### src/sv/assert_macros.svh
// Assertion macros used by bearing_range_calculator_top.
// Plain macros only; compiled out when SYNTH is defined.
`ifndef ASSERT_MACROS_SVH
`define ASSERT_MACROS_SVH
`ifndef SYNTH
`define BRA_ASSERT(lbl, clk, rstn, expr) \
	lbl: assert property (@(posedge clk) disable iff (!rstn) (expr)) \
		else $error("assertion failed");
`define BRA_ASSERT_NEXT(lbl, clk, rstn, ante, cons) \
	lbl: assert property (@(posedge clk) disable iff (!rstn) (ante) |=> (cons)) \
		else $error("assertion failed");
`else
`define BRA_ASSERT(lbl, clk, rstn, expr)
`define BRA_ASSERT_NEXT(lbl, clk, rstn, ante, cons)
`endif
`endif

### src/sv/bra_pkg.sv
// Shared constants, types and the sin/cos threshold tables.
// No dependencies.
package bra_pkg;
	localparam int COORD_BITS = 12;
	localparam int ANG_W = 9;
	localparam int BRG_W = 10;
	localparam int DIST_W = 13;
	localparam int DIST_MAX = 8191;
	localparam int TAB_W = 47;
	localparam int TAB_N = 46;
	localparam int KW = 6;
	localparam int SRCH_STEPS = 6;
	localparam int FIRST_STEP = 32;
	localparam int ANG_MAX_K = 44;
	localparam int DEG_45 = 45;
	localparam int DEG_89 = 89;
	localparam int DEG_90 = 90;
	localparam int DEG_179 = 179;
	localparam int DEG_180 = 180;
	localparam int DEG_359 = 359;
	localparam int DEG_360 = 360;
	localparam int ANG_LAT = 2 * SRCH_STEPS + 2;

	typedef logic [TAB_W-1:0] tab_t [0:TAB_N-1];

	typedef struct packed {
		logic swapped;
		logic dxneg;
		logic dyneg;
		logic eq;
		logic mnz;
		logic zero;
	} ang_ctl_t;

	function automatic int dist_lat(int cw);
		return cw + 5;
	endfunction

	function automatic int max_int(int a, int b);
		return (a > b) ? a : b;
	endfunction

	function automatic logic [63:0] mul_q60(logic [63:0] a, logic [63:0] b);
		logic [127:0] p;
		p = 128'(a) * 128'(b);
		return p[123:60];
	endfunction

	// Q46 cos (sel=0) or sin (sel=1) of whole degrees, built in Q60.
	function automatic tab_t build_tab(logic sel);
		tab_t t;
		logic [63:0] x, x2, x3, x4, x5, x6, x7, x8, s1, c1, c, s, nc, ns, tmp;
		x = 64'h3243F6A8885A308D / 64'd180;
		x2 = mul_q60(x, x);
		x3 = mul_q60(x2, x);
		x4 = mul_q60(x2, x2);
		x5 = mul_q60(x4, x);
		x6 = mul_q60(x4, x2);
		x7 = mul_q60(x6, x);
		x8 = mul_q60(x4, x4);
		s1 = x - x3 / 64'd6 + x5 / 64'd120 - x7 / 64'd5040;
		c1 = (64'd1 << 60) - x2 / 64'd2 + x4 / 64'd24 - x6 / 64'd720 + x8 / 64'd40320;
		c = 64'd1 << 60;
		s = '0;
		for (int k = 0; k < TAB_N; k++) begin
			tmp = sel ? (s >> 14) : (c >> 14);
			t[k] = tmp[TAB_W-1:0];
			nc = mul_q60(c, c1) - mul_q60(s, s1);
			ns = mul_q60(s, c1) + mul_q60(c, s1);
			c = nc;
			s = ns;
		end
		return t;
	endfunction

	localparam tab_t COS_TAB = build_tab(1'b0);
	localparam tab_t SIN_TAB = build_tab(1'b1);
endpackage

### src/sv/bra_dist.sv
// Pipelined distance: abs, squares, sum, one root bit per stage, saturate.
// Uses bra_pkg.
module bra_dist import bra_pkg::*; #(
	parameter int CW = COORD_BITS,
	parameter int LAT = dist_lat(COORD_BITS)
) (
	input logic clk,
	input logic en,
	input logic signed [CW:0] dx,
	input logic signed [CW:0] dy,
	output logic [DIST_W-1:0] distance
);
	localparam int RB = CW + 1;
	localparam int RW = 2 * RB;
	localparam int REM_W = RB + 3;
	localparam int PAD = LAT - dist_lat(CW);

	logic [CW-1:0] ax_s1, ay_s1;
	logic [2*CW-1:0] sx_s2, sy_s2;
	logic [RW-1:0] rad_s [0:RB];
	logic [REM_W-1:0] rem_s [0:RB];
	logic [RB-1:0] root_s [0:RB];
	logic [DIST_W-1:0] dist_s;

	logic [CW:0] ndx, ndy;
	logic [REM_W-1:0] remx [0:RB-1];
	logic [REM_W-1:0] trial [0:RB-1];
	logic [RB-1:0] root_fin;

	always_comb begin
		ndx = -dx;
		ndy = -dy;
		for (int i = 0; i < RB; i++) begin
			remx[i] = {rem_s[i][REM_W-3:0], rad_s[i][RW-1:RW-2]};
			trial[i] = REM_W'({root_s[i], 2'b01});
		end
		root_fin = root_s[RB];
	end

	always_ff @(posedge clk) begin
		if (en) begin
			ax_s1 <= dx[CW] ? ndx[CW-1:0] : dx[CW-1:0];
			ay_s1 <= dy[CW] ? ndy[CW-1:0] : dy[CW-1:0];
			sx_s2 <= (2*CW)'(ax_s1) * (2*CW)'(ax_s1);
			sy_s2 <= (2*CW)'(ay_s1) * (2*CW)'(ay_s1);
			rad_s[0] <= RW'(sx_s2) + RW'(sy_s2);
			rem_s[0] <= '0;
			root_s[0] <= '0;
			for (int i = 0; i < RB; i++) begin
				rad_s[i+1] <= rad_s[i] << 2;
				if (remx[i] >= trial[i]) begin
					rem_s[i+1] <= remx[i] - trial[i];
					root_s[i+1] <= {root_s[i][RB-2:0], 1'b1};
				end else begin
					rem_s[i+1] <= remx[i];
					root_s[i+1] <= {root_s[i][RB-2:0], 1'b0};
				end
			end
			dist_s <= (root_fin > RB'(DIST_MAX)) ? DIST_W'(DIST_MAX) : DIST_W'(root_fin);
		end
	end

	generate
		if (PAD == 0) begin : g_nopad
			assign distance = dist_s;
		end else begin : g_pad
			logic [DIST_W-1:0] pad_s [0:PAD-1];
			always_ff @(posedge clk) begin
				if (en) begin
					pad_s[0] <= dist_s;
					for (int i = 1; i < PAD; i++)
						pad_s[i] <= pad_s[i-1];
				end
			end
			assign distance = pad_s[PAD-1];
		end
	endgenerate
endmodule

### config.mk
export PLATFORM = sky130hd
export DESIGN_NAME = bra_dist
export DESIGN_NICKNAME = d
export VERILOG_FILES = /design/src/sv/assert_macros.svh /design/src/sv/bra_pkg.sv /design/src/sv/bra_dist.sv
export SDC_FILE = /design/constraint.sdc
export NUM_CORES = 1
export LEC_CHECK = 0
export BUFFER_PORTS_ARGS = -buffer_cell sky130_fd_sc_hd__buf_2
export CAP_MARGIN = 20
export CORE_MARGIN = 8
export CORE_UTILIZATION = 60
export CTS_BUF_LIST = sky130_fd_sc_hd__clkbuf_4
export CTS_CLUSTER_DIAMETER = 80
export CTS_CLUSTER_SIZE = 28
export DETAILED_ROUTE_END_ITERATION = 7
export PLACE_DENSITY = 0.79
export SLEW_MARGIN = 20
export SYNTH_ARGS = -nofsm -noshare
export SYNTH_HDL_FRONTEND = slang
export SYNTH_SLANG_ARGS = --single-unit
### constraint.sdc
create_clock -name clk -period 5.25 [get_ports clk]
set_input_delay 0.2625 -clock clk [delete_from_list [all_inputs] [get_ports clk]]
set_output_delay 0.2625 -clock clk [all_outputs]
set_load 0.05 [all_outputs]
==> qor.json, run 1 <==
{
  "critPathMaxFanout": 2,
  "main_combinational_cell_family_by_area_after_synthesis": "adder cells",
  "dp_hpwl_mm": 41.9,
  "areaGrowthSynthToFinish_pct": 10.2,
  "gp_congestion": 0.881,
  "power.total_mw": 21.4,
  "initial_core_util_pct": 60.4,
  "timing_worst_slew_pin_value_ps": 984,
  "yosysUniqueCellTypes": 77,
  "synth-xor-area-share_pct": 5.01,
  "cts_root_buffer": "clkbuf_4",
  "postSynthNetCount": 3062,
  "die-area_mm2": 0.0591,
  "detail-route-antenna-nets": 0,
  "cts.htree.levels": 1,
  "clk_pin_slew_worst_paths_ps": 230,
  "global_route.overflow_total": 0,
  "route.detailed.drc": 0,
  "design.core.area_mm2": 0.0512,
  "drt_iter0_drc": 1114,
  "numPortBuffers": 40,
  "totalNegativeSetupSlack_ps": -103,
  "finish.utilization_pct": 66.6,
  "grt_start_max_net_pins": 83,
  "floorplan.die.width_um": 243,
  "yosys_warnings": 0,
  "final_setup_violation_count": 2,
  "dieHeight_um": 243,
  "arrival_ps": 5880,
  "worst_ep_required_time_ps": 5820,
  "post-route-min-period_ps": 5300,
  "antenna_found_initial": 3,
  "report.final.hold_viol_count": 0,
  "layout.nets": 3217,
  "grt.met2_usage_pct": 35.6,
  "synthCells": 2633,
  "top_level_ports": 41,
  "mostFrequentLayoutCells": "edfxtp_1 (506), inv_1 (420), ha_1 (219)",
  "synth_top_area_share_pct": 49.1,
  "synth_async_sr_flop_share_pct": 0,
  "violations": "setup timing",
  "dr.pass1.iters": 5,
  "syn_area_per_cell_um2": 11.8,
  "clock_sink_count": 507,
  "share_of_synthesized_cell_area_in_and_or_nand_and_nor_gates_pct": 9.46,
  "wl_mm": 55.8,
  "post-route-period-util_pct": 101,
  "run_status": "complete, but fails checks",
  "grt_pass1_wl_mm": 92.4,
  "power_density_mw_per_mm2": 628,
  "p_leak_nw": 14.6,
  "first_global_vias": 20000,
  "synth_largest_area_cell": "edfxtp_1",
  "max_cap_viols": 0,
  "wire_per_inst_um": 16.0,
  "synth_edf_count": 506,
  "timing_worst_setup_path_type": "flop to flop",
  "synth-main-ff-cell": "edfxtp_1",
  "row_count": 83,
  "ctsLongestPathBuffers": 3,
  "fraction_of_the_mapped_netlist_area_in_compound_gates_pct": 8.98,
  "worstSetupStartpointType": "flop",
  "synth_adder_area_share_pct": 20.1,
  "fin_skew_ps": 53.1,
  "via_count": 19500,
  "synth_sequential_area_ratio_pct": 49.2,
  "globalRouteMet1Util_pct": 20.3,
  "syn-cell-area_mm2": 0.0309,
  "rsz0062_at_grt": "yes",
  "synth_seq_cells": 507,
  "final_area_mm2": 0.0341,
  "drive_above_1_share_pct": 11.8,
  "grt_usage_pct": 18.5,
  "maxSlewHeadroom_pct": 34.4,
  "timing_max_transition_violations_final": 0,
  "grt_busiest_layer": "met2",
  "viasPerCell": 5.58,
  "ys_top_cells_by_area": "edfxtp_1 (49%), fa_1 (10%), ha_1 (9.7%)",
  "synth.mux.area_fraction_pct": 0.934,
  "dpl-instance-area_mm2": 0.0324,
  "tritoncts_clock_tree": "yes",
  "max_vdd_drop_mv": 0.790,
  "final_critical_path_setup_slack_ps": -51.7,
  "clk-insertion-delay-late_ps": 840,
  "type_of_the_worst_min_delay_path": "input pin to flop",
  "place_worst_setup_slack_ps": -129,
  "maxClockFrequency_ghz": 0.189,
  "endpoint_kind": "flop",
  "layout.cells.most_common": "edfxtp_1",
  "cts_buffers": 27,
  "grtUsageMet3_pct": 2.22
}
==> flip-flops by register name (all words and copies together) (netlist names) <==
register / flops
distance: 13
sx_s2: 23
ay_s1: 12
sy_s2: 23
ax_s1: 12
root_s: 91
rem_s: 152
rad_s: 181
==> cell usage after synthesis (41+ instances only) <==
master and instances:
nor2_1 132, nand2_1 124, nand3_1 41, o21ai_0 59, ha_1 239, inv_1 433, a21oi_1 126, a21o_1 49
and2_1 84, xor2_1 47, xnor2_1 128, clkbuf_1 77, fa_1 162, edfxtp_1 506
==> critical path, cell delays in order (launching register included) <==
cell,delay [ps]
edfxtp_1,480
buf_6,150
buf_6,110
fa_1,480
fa_1,490
inv_1,50
fa_1,480
inv_1,60
fa_1,510
inv_2,40
fa_1,490
inv_2,50
ha_4,230
o21a_1,120
o21a_4,230
a2111oi_4,320
o211ai_1,200
a221o_1,370
a21oi_2,130
xor2_1,70
==> cells by family after synthesis <==
family	Yosys count
simple gates	577
compound gates	429
flops	507
buf+inv	517
xor+xnor	176
mux	26
fa+ha+maj	401
==> final cells by class <==
type / count / area, um^2
diodes: 2 / 5.00
flip-flops and latches: 507 / 15200
fillers: 3649 / 17100
inverters: 435 / 1630
clock inverters: 20 / 280
multi-input cells: 1609 / 14300
clock buffers: 28 / 210
repair buffers: 208 / 1650
well taps: 680 / 851
==> layer usage <==
metal | share of wire, % | wire length, um | vias up
met5 | 0.034 | 19 | -
met4 | 4.3 | 2430 | 2
met3 | 2.8 | 1580 | 154
met2 | 55 | 30600 | 359
met1 | 38 | 21200 | 9561
li1 | - | - | 9378
==> through the flow <==
stage / hold slack (ps) / instances
6_report: 195 / 3489
5_1_grt: 125 / 3488
4_1_cts: 48.6 / 3466
3_5_place_dp: 405 / 3355
3_3_place_gp: 401 / 3355
2_1_floorplan: 361 / 2633
==> where the power goes <==
part / internal, mW / switching (mW)
registers: 5.88 / 0.363
clock network: 0.483 / 1.26
logic: 6.45 / 6.97
==> worst paths after layout <==
path | start | end | slack [ps] | depth (start not counted)
setup / recovery | ay_s1[5] | sy_s2[23] | -50 | 19
hold / removal | dx[0] | ax_s1[0] | 200 | 2
setup reg to reg | ay_s1[5] | sy_s2[23] | -50 | 19
hold reg to reg | rad_s[1][11] | rad_s[1][39] | 400 | 0
==> timing repair <==
item	4_1_cts	5_1_grt
endpoints found under the hold margin	89	0
pin swaps	30	58
cloned	0	0
hold buffers	48	0
endpoints found under the setup margin	8	14
buffers inserted	15	21
resized for setup	33	74
Power figures use the tool's default switching activity.
==> run 2: changes to the inputs <==
--- a/config.mk
+++ b/config.mk
@@ -8,12 +8,12 @@
 export BUFFER_PORTS_ARGS = -buffer_cell sky130_fd_sc_hd__buf_2
 export CAP_MARGIN = 20
 export CORE_MARGIN = 8
-export CORE_UTILIZATION = 60
+export CORE_UTILIZATION = 50
 export CTS_BUF_LIST = sky130_fd_sc_hd__clkbuf_4
 export CTS_CLUSTER_DIAMETER = 80
 export CTS_CLUSTER_SIZE = 28
 export DETAILED_ROUTE_END_ITERATION = 7
-export PLACE_DENSITY = 0.79
+export PLACE_DENSITY = 0.68
 export SLEW_MARGIN = 20
 export SYNTH_ARGS = -nofsm -noshare
 export SYNTH_HDL_FRONTEND = slang
==> qor.json, run 2 (synthesis results as in run 1) <==
{
  "run_status": "complete, but fails checks",
  "violations": "setup timing",
  "wire_per_inst": {"value": 15.2, "unit": "um", "change": "-5.2%"},
  "gp_congestion": {"value": 0.847, "change": "-3.8%"},
  "wl": {"value": 54.5, "unit": "mm", "change": "-2.3%"},
  "areaGrowthSynthToFinish": {"value": 10.2, "unit": "%", "change": "about the same"},
  "grt_start_max_net_pins": {"value": 110, "change": "+33%"},
  "floorplan.die.width": {"value": 265, "unit": "um", "change": "+8.9%"},
  "cts_buffers": {"value": 27, "change": "unchanged"},
  "cts_root_buffer": "clkbuf_4",
  "clk_pin_slew_worst_paths": {"value": 230, "unit": "ps", "change": "about the same"},
  "arrival": {"value": 5890, "unit": "ps", "change": "about the same"},
  "layoutNonFillerInstCount": {"value": 3593, "change": "+3.0%"},
  "viasPerCell": {"value": 5.33, "change": "-4.5%"},
  "finish.utilization": {"value": 55.4, "unit": "%", "change": "-11 points"},
  "top_level_ports": {"value": 41, "change": "unchanged"},
  "via_count": {"value": 19100, "change": "-1.6%"},
  "row_count": {"value": 91, "change": "+9.6%"},
  "post-place-cells": {"value": 3458, "change": "+3.1%"},
  "dr.pass1.iters": {"value": 5, "change": "unchanged"},
  "global_route.overflow_total": {"value": 0, "change": "unchanged"},
  "tritoncts_clock_tree": "yes",
  "route.detailed.drc": {"value": 0, "change": "unchanged"},
  "grt_pass1_wl": {"value": 91.0, "unit": "mm", "change": "-1.5%"},
  "max_cap_viols": {"value": 0, "change": "unchanged"},
  "crit_path_start": "ay_s1[7]",
  "worstReg2RegStart": "ay_s1[7]",
  "timing_worst_slew_pin_value": {"value": 964, "unit": "ps", "change": "-20.3 ps"},
  "antenna_found_initial": {"value": 2, "change": "-1"},
  "dpl-instance-area": {"value": 0.0324, "unit": "mm^2", "change": "+0.26%"},
  "grt_usage": {"value": 15.3, "unit": "%", "change": "-3.2 points"},
  "type_of_the_worst_min_delay_path": "input pin to flop",
  "worst_ep_required_time": {"value": 5880, "unit": "ps", "change": "+60 ps"},
  "clk-insertion-delay-late": {"value": 870, "unit": "ps", "change": "+30 ps"},
  "die-area": {"value": 0.0701, "unit": "mm^2", "change": "+19%"},
  "drt_iter0_drc": {"value": 1049, "change": "-5.8%"},
  "post-route-min-period": {"value": 5260, "unit": "ps", "change": "-41.3 ps"},
  "timing_worst_setup_path_type": "flop to flop",
  "regMostFlops": "rad_s",
  "power_density": {"value": 615, "unit": "mW/mm^2", "change": "-2.1%"},
  "initial_core_util": {"value": 50.3, "unit": "%", "change": "-10 points"},
  "maxClockFrequency": {"value": 0.190, "unit": "GHz", "change": "+0.79%"},
  "endpoint_kind": "flop",
  "totalNegativeSetupSlack": {"value": -10.4, "unit": "ps", "change": "+92.6 ps"},
  "beginning_of_the_worst_hold_path": "dy[0]",
  "largest_reg_flops": {"value": 181, "change": "unchanged"},
  "reg_top3": "rad_s (181), rem_s (152), root_s (91)",
  "post-route-period-util": {"value": 100, "unit": "%", "change": "-0.79 points"},
  "final_area": {"value": 0.0341, "unit": "mm^2", "change": "about the same"},
  "rsz0062_at_grt": "yes",
  "report.final.hold_viol_count": {"value": 0, "change": "unchanged"},
  "clock_sink_count": {"value": 507, "change": "unchanged"},
  "maxSlewHeadroom": {"value": 35.7, "unit": "%", "change": "+1.4 points"},
  "drive_above_1_share": {"value": 11.4, "unit": "%", "change": "-0.37 points"},
  "final_critical_path_setup_slack": {"value": -10.4, "unit": "ps", "change": "+41.3 ps"},
  "power.total": {"value": 21.0, "unit": "mW", "change": "-2.1%"},
  "dieHeight": {"value": 265, "unit": "um", "change": "+8.9%"},
  "layout.nets": {"value": 3211, "change": "-0.19%"},
  "numPortBuffers": {"value": 40, "change": "unchanged"},
  "critPathMaxFanout": {"value": 3, "change": "+1"},
  "max_vdd_drop": {"value": 0.881, "unit": "mV", "change": "+11%"},
  "fill_cells": {"value": 5124, "change": "+40%"},
  "place_worst_setup_slack": {"value": -132, "unit": "ps", "change": "-2.79 ps"},
  "fin_skew": {"value": 47.2, "unit": "ps", "change": "-5.90 ps"},
  "layout.cells.most_common": "edfxtp_1",
  "final_setup_violation_count": {"value": 1, "change": "-1"},
  "timing_max_transition_violations_final": {"value": 0, "change": "unchanged"},
  "cts.htree.levels": {"value": 1, "change": "unchanged"},
  "detail-route-antenna-nets": {"value": 0, "change": "unchanged"},
  "ctsLongestPathBuffers": {"value": 3, "change": "unchanged"},
  "mostFrequentLayoutCells": "edfxtp_1 (506), inv_1 (421), ha_1 (219)",
  "p_leak": {"value": 14.5, "unit": "nW", "change": "-0.42%"},
  "worstSetupStartpointType": "flop",
  "first_global_vias": {"value": 19700, "change": "-1.8%"},
  "design.core.area": {"value": 0.0615, "unit": "mm^2", "change": "+20%"},
  "whs": {"value": 143, "unit": "ps", "change": "-52.5 ps"},
  "dp_hpwl": {"value": 40.9, "unit": "mm", "change": "-2.3%"}
}
## run 2: cell types whose count changed in the layout (fill, tap and decap cells not counted), moves of 2 or more
| cell | before | now |
|---|---|---|
| ha_2 | 2 | 5 |
| nand2_1 | 116 | 120 |
| nand2_4 | 4 | 1 |
| inv_8 | 2 | 6 |
| a21oi_4 | 0 | 2 |
| buf_4 | 106 | 102 |
| inv_12 | 4 | 1 |
| clkbuf_4 | 28 | 30 |
| fa_1 | 153 | 155 |
| fa_2 | 9 | 7 |
| clkinv_4 | 4 | 2 |
| clkinv_8 | 0 | 2 |
| bufinv_16 | 3 | 0 |
| ha_4 | 18 | 15 |
## run 2: critical path, stage by stage, from the launching register on
cell and delay, ps:
edfxtp_1 470, buf_6 150, and2_4 160, fa_2 360
fa_1 550, inv_2 50, fa_1 540, inv_2 40
fa_1 470, inv_1 50, fa_1 490, inv_2 50
ha_4 230, o21a_1 110, o21a_1 220, a2111oi_4 360
o211ai_1 160, a221o_1 360, a21oi_2 150, xor2_1 80
## run 2: timing repair
action / 4_1_cts / 5_1_grt
endpoints found under the setup margin: 10 / 16
pin swaps: 34 / 58
buffers inserted: 18 / 18
hold endpoints to repair: 123 / 0
hold buffers: 48 / 0
resized for setup: 31 / 68
## run 2: metal layers
layer / vias to the layer above / wire length [um] / track usage [%]
li1: 9351 / - / -
met1: 9421 / 22800 / 17.9
met2: 274 / 28800 / 29.2
met3: 92 / 1350 / 1.52
met4: 0 / 1570 / 4.61
met5: - / 0 / 0
## run 2: power breakdown
group | switching, mW | total, mW | internal, mW | leakage, nW
Sequential | 0.358 | 6.24 | 5.88 | 4.86
Clock | 1.29 | 1.64 | 0.358 | 0.239
Combinational | 6.79 | 13.1 | 6.28 | 9.42
## run 2: final timing paths
check                  to  slack (ps)  depth (start not counted)
max             sy_s2[23]         -10                         19
min              ay_s1[0]         140                          2
max reg2reg     sy_s2[23]         -10                         19
min reg2reg  rad_s[2][51]         400                          0
## run 2: final cells by class
cell class / count / area, um^2 / area share (%)
multi-input combinational: 1609 / 14200 / 41.7
timing repair buffer: 202 / 1590 / 4.67
sequential: 507 / 15200 / 44.6
clock buffer: 30 / 225 / 0.661
tap: 790 / 988 / 2.90
inverter: 435 / 1630 / 4.79
clock inverter: 18 / 213 / 0.624
antenna: 2 / 5.00 / 0.0147
==> run 3: changes to the inputs <==
--- a/config.mk
+++ b/config.mk
@@ -13,7 +13,7 @@
 export CTS_CLUSTER_DIAMETER = 80
 export CTS_CLUSTER_SIZE = 28
 export DETAILED_ROUTE_END_ITERATION = 7
-export PLACE_DENSITY = 0.68
+export PLACE_DENSITY = 0.66
 export SLEW_MARGIN = 20
 export SYNTH_ARGS = -nofsm -noshare
 export SYNTH_HDL_FRONTEND = slang
==> constraint.sdc (replaced) <==
create_clock -name clk -period 5.41 [get_ports clk]
set_input_delay 0.2705 -clock clk [delete_from_list [all_inputs] [get_ports clk]]
set_output_delay 0.2705 -clock clk [all_outputs]
set_load 0.05 [all_outputs]
==> qor.json, run 3 (synthesis results as in run 1) <==
{
  "fill_cells": {"value": 5221, "change": "+1.9%"},
  "max_cap_viols": {"value": 0, "change": "unchanged"},
  "first_global_vias": {"value": 19400, "change": "-1.5%"},
  "power_density": {"value": 587, "unit": "mW/mm^2", "change": "-4.5%"},
  "type_of_the_worst_min_delay_path": "input pin to flop",
  "row_count": {"value": 91, "change": "unchanged"},
  "areaGrowthSynthToFinish_pct": 9.43,
  "reg_top3": "rad_s (181), rem_s (152), root_s (91)",
  "grt_pass1_wl": {"value": 89.9, "unit": "mm", "change": "-1.2%"},
  "report.final.hold_viol_count": {"value": 0, "change": "unchanged"},
  "post-place-cells": {"value": 3439, "change": "-0.55%"},
  "route.detailed.drc": {"value": 0, "change": "unchanged"},
  "maxSlewHeadroom": {"value": 37.3, "unit": "%", "change": "+1.6 points"},
  "layout.nets": {"value": 3187, "change": "-0.75%"},
  "grtUsageMet3": {"value": 1.75, "unit": "%", "change": "+0.23 points"},
  "final_critical_path_setup_slack": {"value": 134, "unit": "ps", "change": "+144 ps"},
  "globalRouteMet1Util": {"value": 18.0, "unit": "%", "change": "+0.080 points"},
  "gp_congestion": {"value": 0.865, "change": "+2.1%"},
  "endpoint_kind": "flop",
  "grt_start_max_net_pins": {"value": 153, "change": "+39%"},
  "post-route-period-util": {"value": 97.5, "unit": "%", "change": "-2.7 points"},
  "grt.met2_usage": {"value": 28.7, "unit": "%", "change": "-0.48 points"},
  "detail-route-antenna-nets": {"value": 0, "change": "unchanged"},
  "tritoncts_clock_tree": "yes",
  "via_count": {"value": 18800, "change": "-1.8%"},
  "dpl-instance-area": {"value": 0.0323, "unit": "mm^2", "change": "-0.53%"},
  "clk-insertion-delay-late": {"value": 890, "unit": "ps", "change": "+20 ps"},
  "critPathMaxFanout": {"value": 5, "change": "+2"},
  "dr.pass1.iters": {"value": 5, "change": "unchanged"},
  "max_vdd_drop": {"value": 0.855, "unit": "mV", "change": "-3.0%"},
  "arrival": {"value": 5880, "unit": "ps", "change": "about the same"},
  "worst_ep_required_time": {"value": 6010, "unit": "ps", "change": "+130 ps"},
  "place_worst_setup_slack": {"value": -43.3, "unit": "ps", "change": "+88.8 ps"},
  "initial_core_util": {"value": 50.3, "unit": "%", "change": "unchanged"},
  "layout.cells.most_common": "edfxtp_1",
  "post-route-min-period": {"value": 5280, "unit": "ps", "change": "+16.0 ps"},
  "dp_hpwl": {"value": 40.4, "unit": "mm", "change": "-1.3%"},
  "cts_buffers": {"value": 27, "change": "unchanged"},
  "layout.area.seq": {"value": 0.0152, "unit": "mm^2", "change": "unchanged"},
  "timing_worst_slew_pin_value": {"value": 940, "unit": "ps", "change": "-23.6 ps"},
  "largest_reg_flops": {"value": 181, "change": "unchanged"},
  "rsz0062_at_grt": "yes",
  "regMostFlops": "rad_s",
  "numPortBuffers": {"value": 40, "change": "unchanged"},
  "maxClockFrequency": {"value": 0.190, "unit": "GHz", "change": "-0.30%"},
  "wire_per_inst": {"value": 15.1, "unit": "um", "change": "-0.47%"},
  "worstSetupStartpointType": "flop",
  "layoutNonFillerInstCount": {"value": 3566, "change": "-0.75%"},
  "die-area": {"value": 0.0701, "unit": "mm^2", "change": "unchanged"},
  "wl": {"value": 53.9, "unit": "mm", "change": "-1.2%"},
  "floorplan.die.width": {"value": 265, "unit": "um", "change": "unchanged"},
  "final_setup_violation_count": {"value": 0, "change": "-1"},
  "timing_worst_setup_path_type": "flop to flop",
  "dieHeight": {"value": 265, "unit": "um", "change": "unchanged"},
  "top_level_ports": {"value": 41, "change": "unchanged"},
  "fin_skew": {"value": 44.6, "unit": "ps", "change": "-2.57 ps"},
  "timing_max_transition_violations_final": {"value": 0, "change": "unchanged"},
  "final_area": {"value": 0.0339, "unit": "mm^2", "change": "-0.66%"},
  "drive_above_1_share": {"value": 9.73, "unit": "%", "change": "-1.7 points"},
  "clk_pin_slew_worst_paths": {"value": 230, "unit": "ps", "change": "about the same"},
  "grt_busiest_layer": "met2",
  "clock_sink_count": {"value": 507, "change": "unchanged"},
  "multi_input_area": {"value": 0.0141, "unit": "mm^2", "change": "-0.92%"},
  "viasPerCell": {"value": 5.27, "change": "-1.1%"},
  "ctsLongestPathBuffers": {"value": 3, "change": "unchanged"},
  "mostFrequentLayoutCells": "edfxtp_1 (506), inv_1 (427), ha_1 (227)",
  "cts.htree.levels": {"value": 1, "change": "unchanged"},
  "cts_root_buffer": "clkbuf_4",
  "totalNegativeSetupSlack": {"value": 0, "unit": "ps", "change": "+10.4 ps"},
  "global_route.overflow_total": {"value": 0, "change": "unchanged"},
  "drt_iter0_drc": {"value": 1022, "change": "-2.6%"},
  "p_leak": {"value": 14.4, "unit": "nW", "change": "-0.79%"},
  "antenna_found_initial": {"value": 2, "change": "unchanged"},
  "design.core.area": {"value": 0.0615, "unit": "mm^2", "change": "unchanged"},
  "grt_usage": {"value": 15.1, "unit": "%", "change": "-0.17 points"},
  "run_status": "finished, final reports clean"
}
[run 3: changes by cell type in the layout (fill, tap and decap cells not counted), sizes merged]
cell,delta
clkinv,-3
buf,-24
clkinvlp,+2
inv,-3
bufinv,+4
diode,-1
clkbuf,-2
[run 3: routing by layer]
| metal | routed length [um] | up-vias |
|---|---|---|
| li1 | - | 9298 |
| met1 | 22600 | 9199 |
| met2 | 28600 | 215 |
| met3 | 1340 | 79 |
| met4 | 1290 | 2 |
| met5 | 12 | - |
[run 3: final cells by class]
type                       instances  area share, %
inverter                         435           4.82
tap                              790           2.92
sequential                       507           44.9
timing repair buffer             178           4.19
antenna                            1        0.00739
multi-input combinational       1609           41.6
clock inverter                    18          0.905
clock buffer                      28          0.621
[run 3: power by group]
part / internal, mW / leakage, nW / switching, mW
logic: 5.68 / 9.28 / 6.40
clock network: 0.514 / 0.261 / 1.23
registers: 5.71 / 4.86 / 0.349
[run 3: final timing paths]
path / from / slack, ps / end / cells past startpoint
setup / recovery: ay_s1[1] / 130 / sy_s2[21] / 19
setup reg to reg: ay_s1[1] / 130 / sy_s2[21] / 19
hold reg to reg: rad_s[0][23] / 400 / rad_s[0][51] / 0
hold / removal: dx[0] / 180 / ax_s1[0] / 2
[run 3: repair_timing]
| action | CTS | global route |
|---|---|---|
| gates resized for setup | 13 | 59 |
| setup buffers | 4 | 24 |
| cloned | 0 | 2 |
| endpoints found under the setup margin | 4 | 12 |
| hold buffers | 48 | 0 |
| pin swaps | 11 | 43 |
| hold endpoints to repair | 94 | 0 |
[run 3: stage by stage]
step	hold WS [ps]	util, %	power, mW
2_1_floorplan	369	-	14.2
3_3_place_gp	400	52.5	16.6
3_5_place_dp	405	52.5	16.9
4_1_cts	87.0	54.3	19.0
5_1_grt	130	55.1	21.7
6_report	179	55.1	19.9
[run 3: critical path, stage by stage, from the launching register on]
cell       delay [ps]
edfxtp_1          530
buf_4             180
and2_4            130
fa_1              490
inv_2              50
fa_1              530
inv_1              50
fa_1              450
fa_1              490
inv_1              50
fa_1              530
inv_1              60
ha_4              240
o21a_1            140
a2111oi_4         330
o211ai_1          200
buf_4             170
a21o_1            190
a21oi_2           150
xnor2_1            80
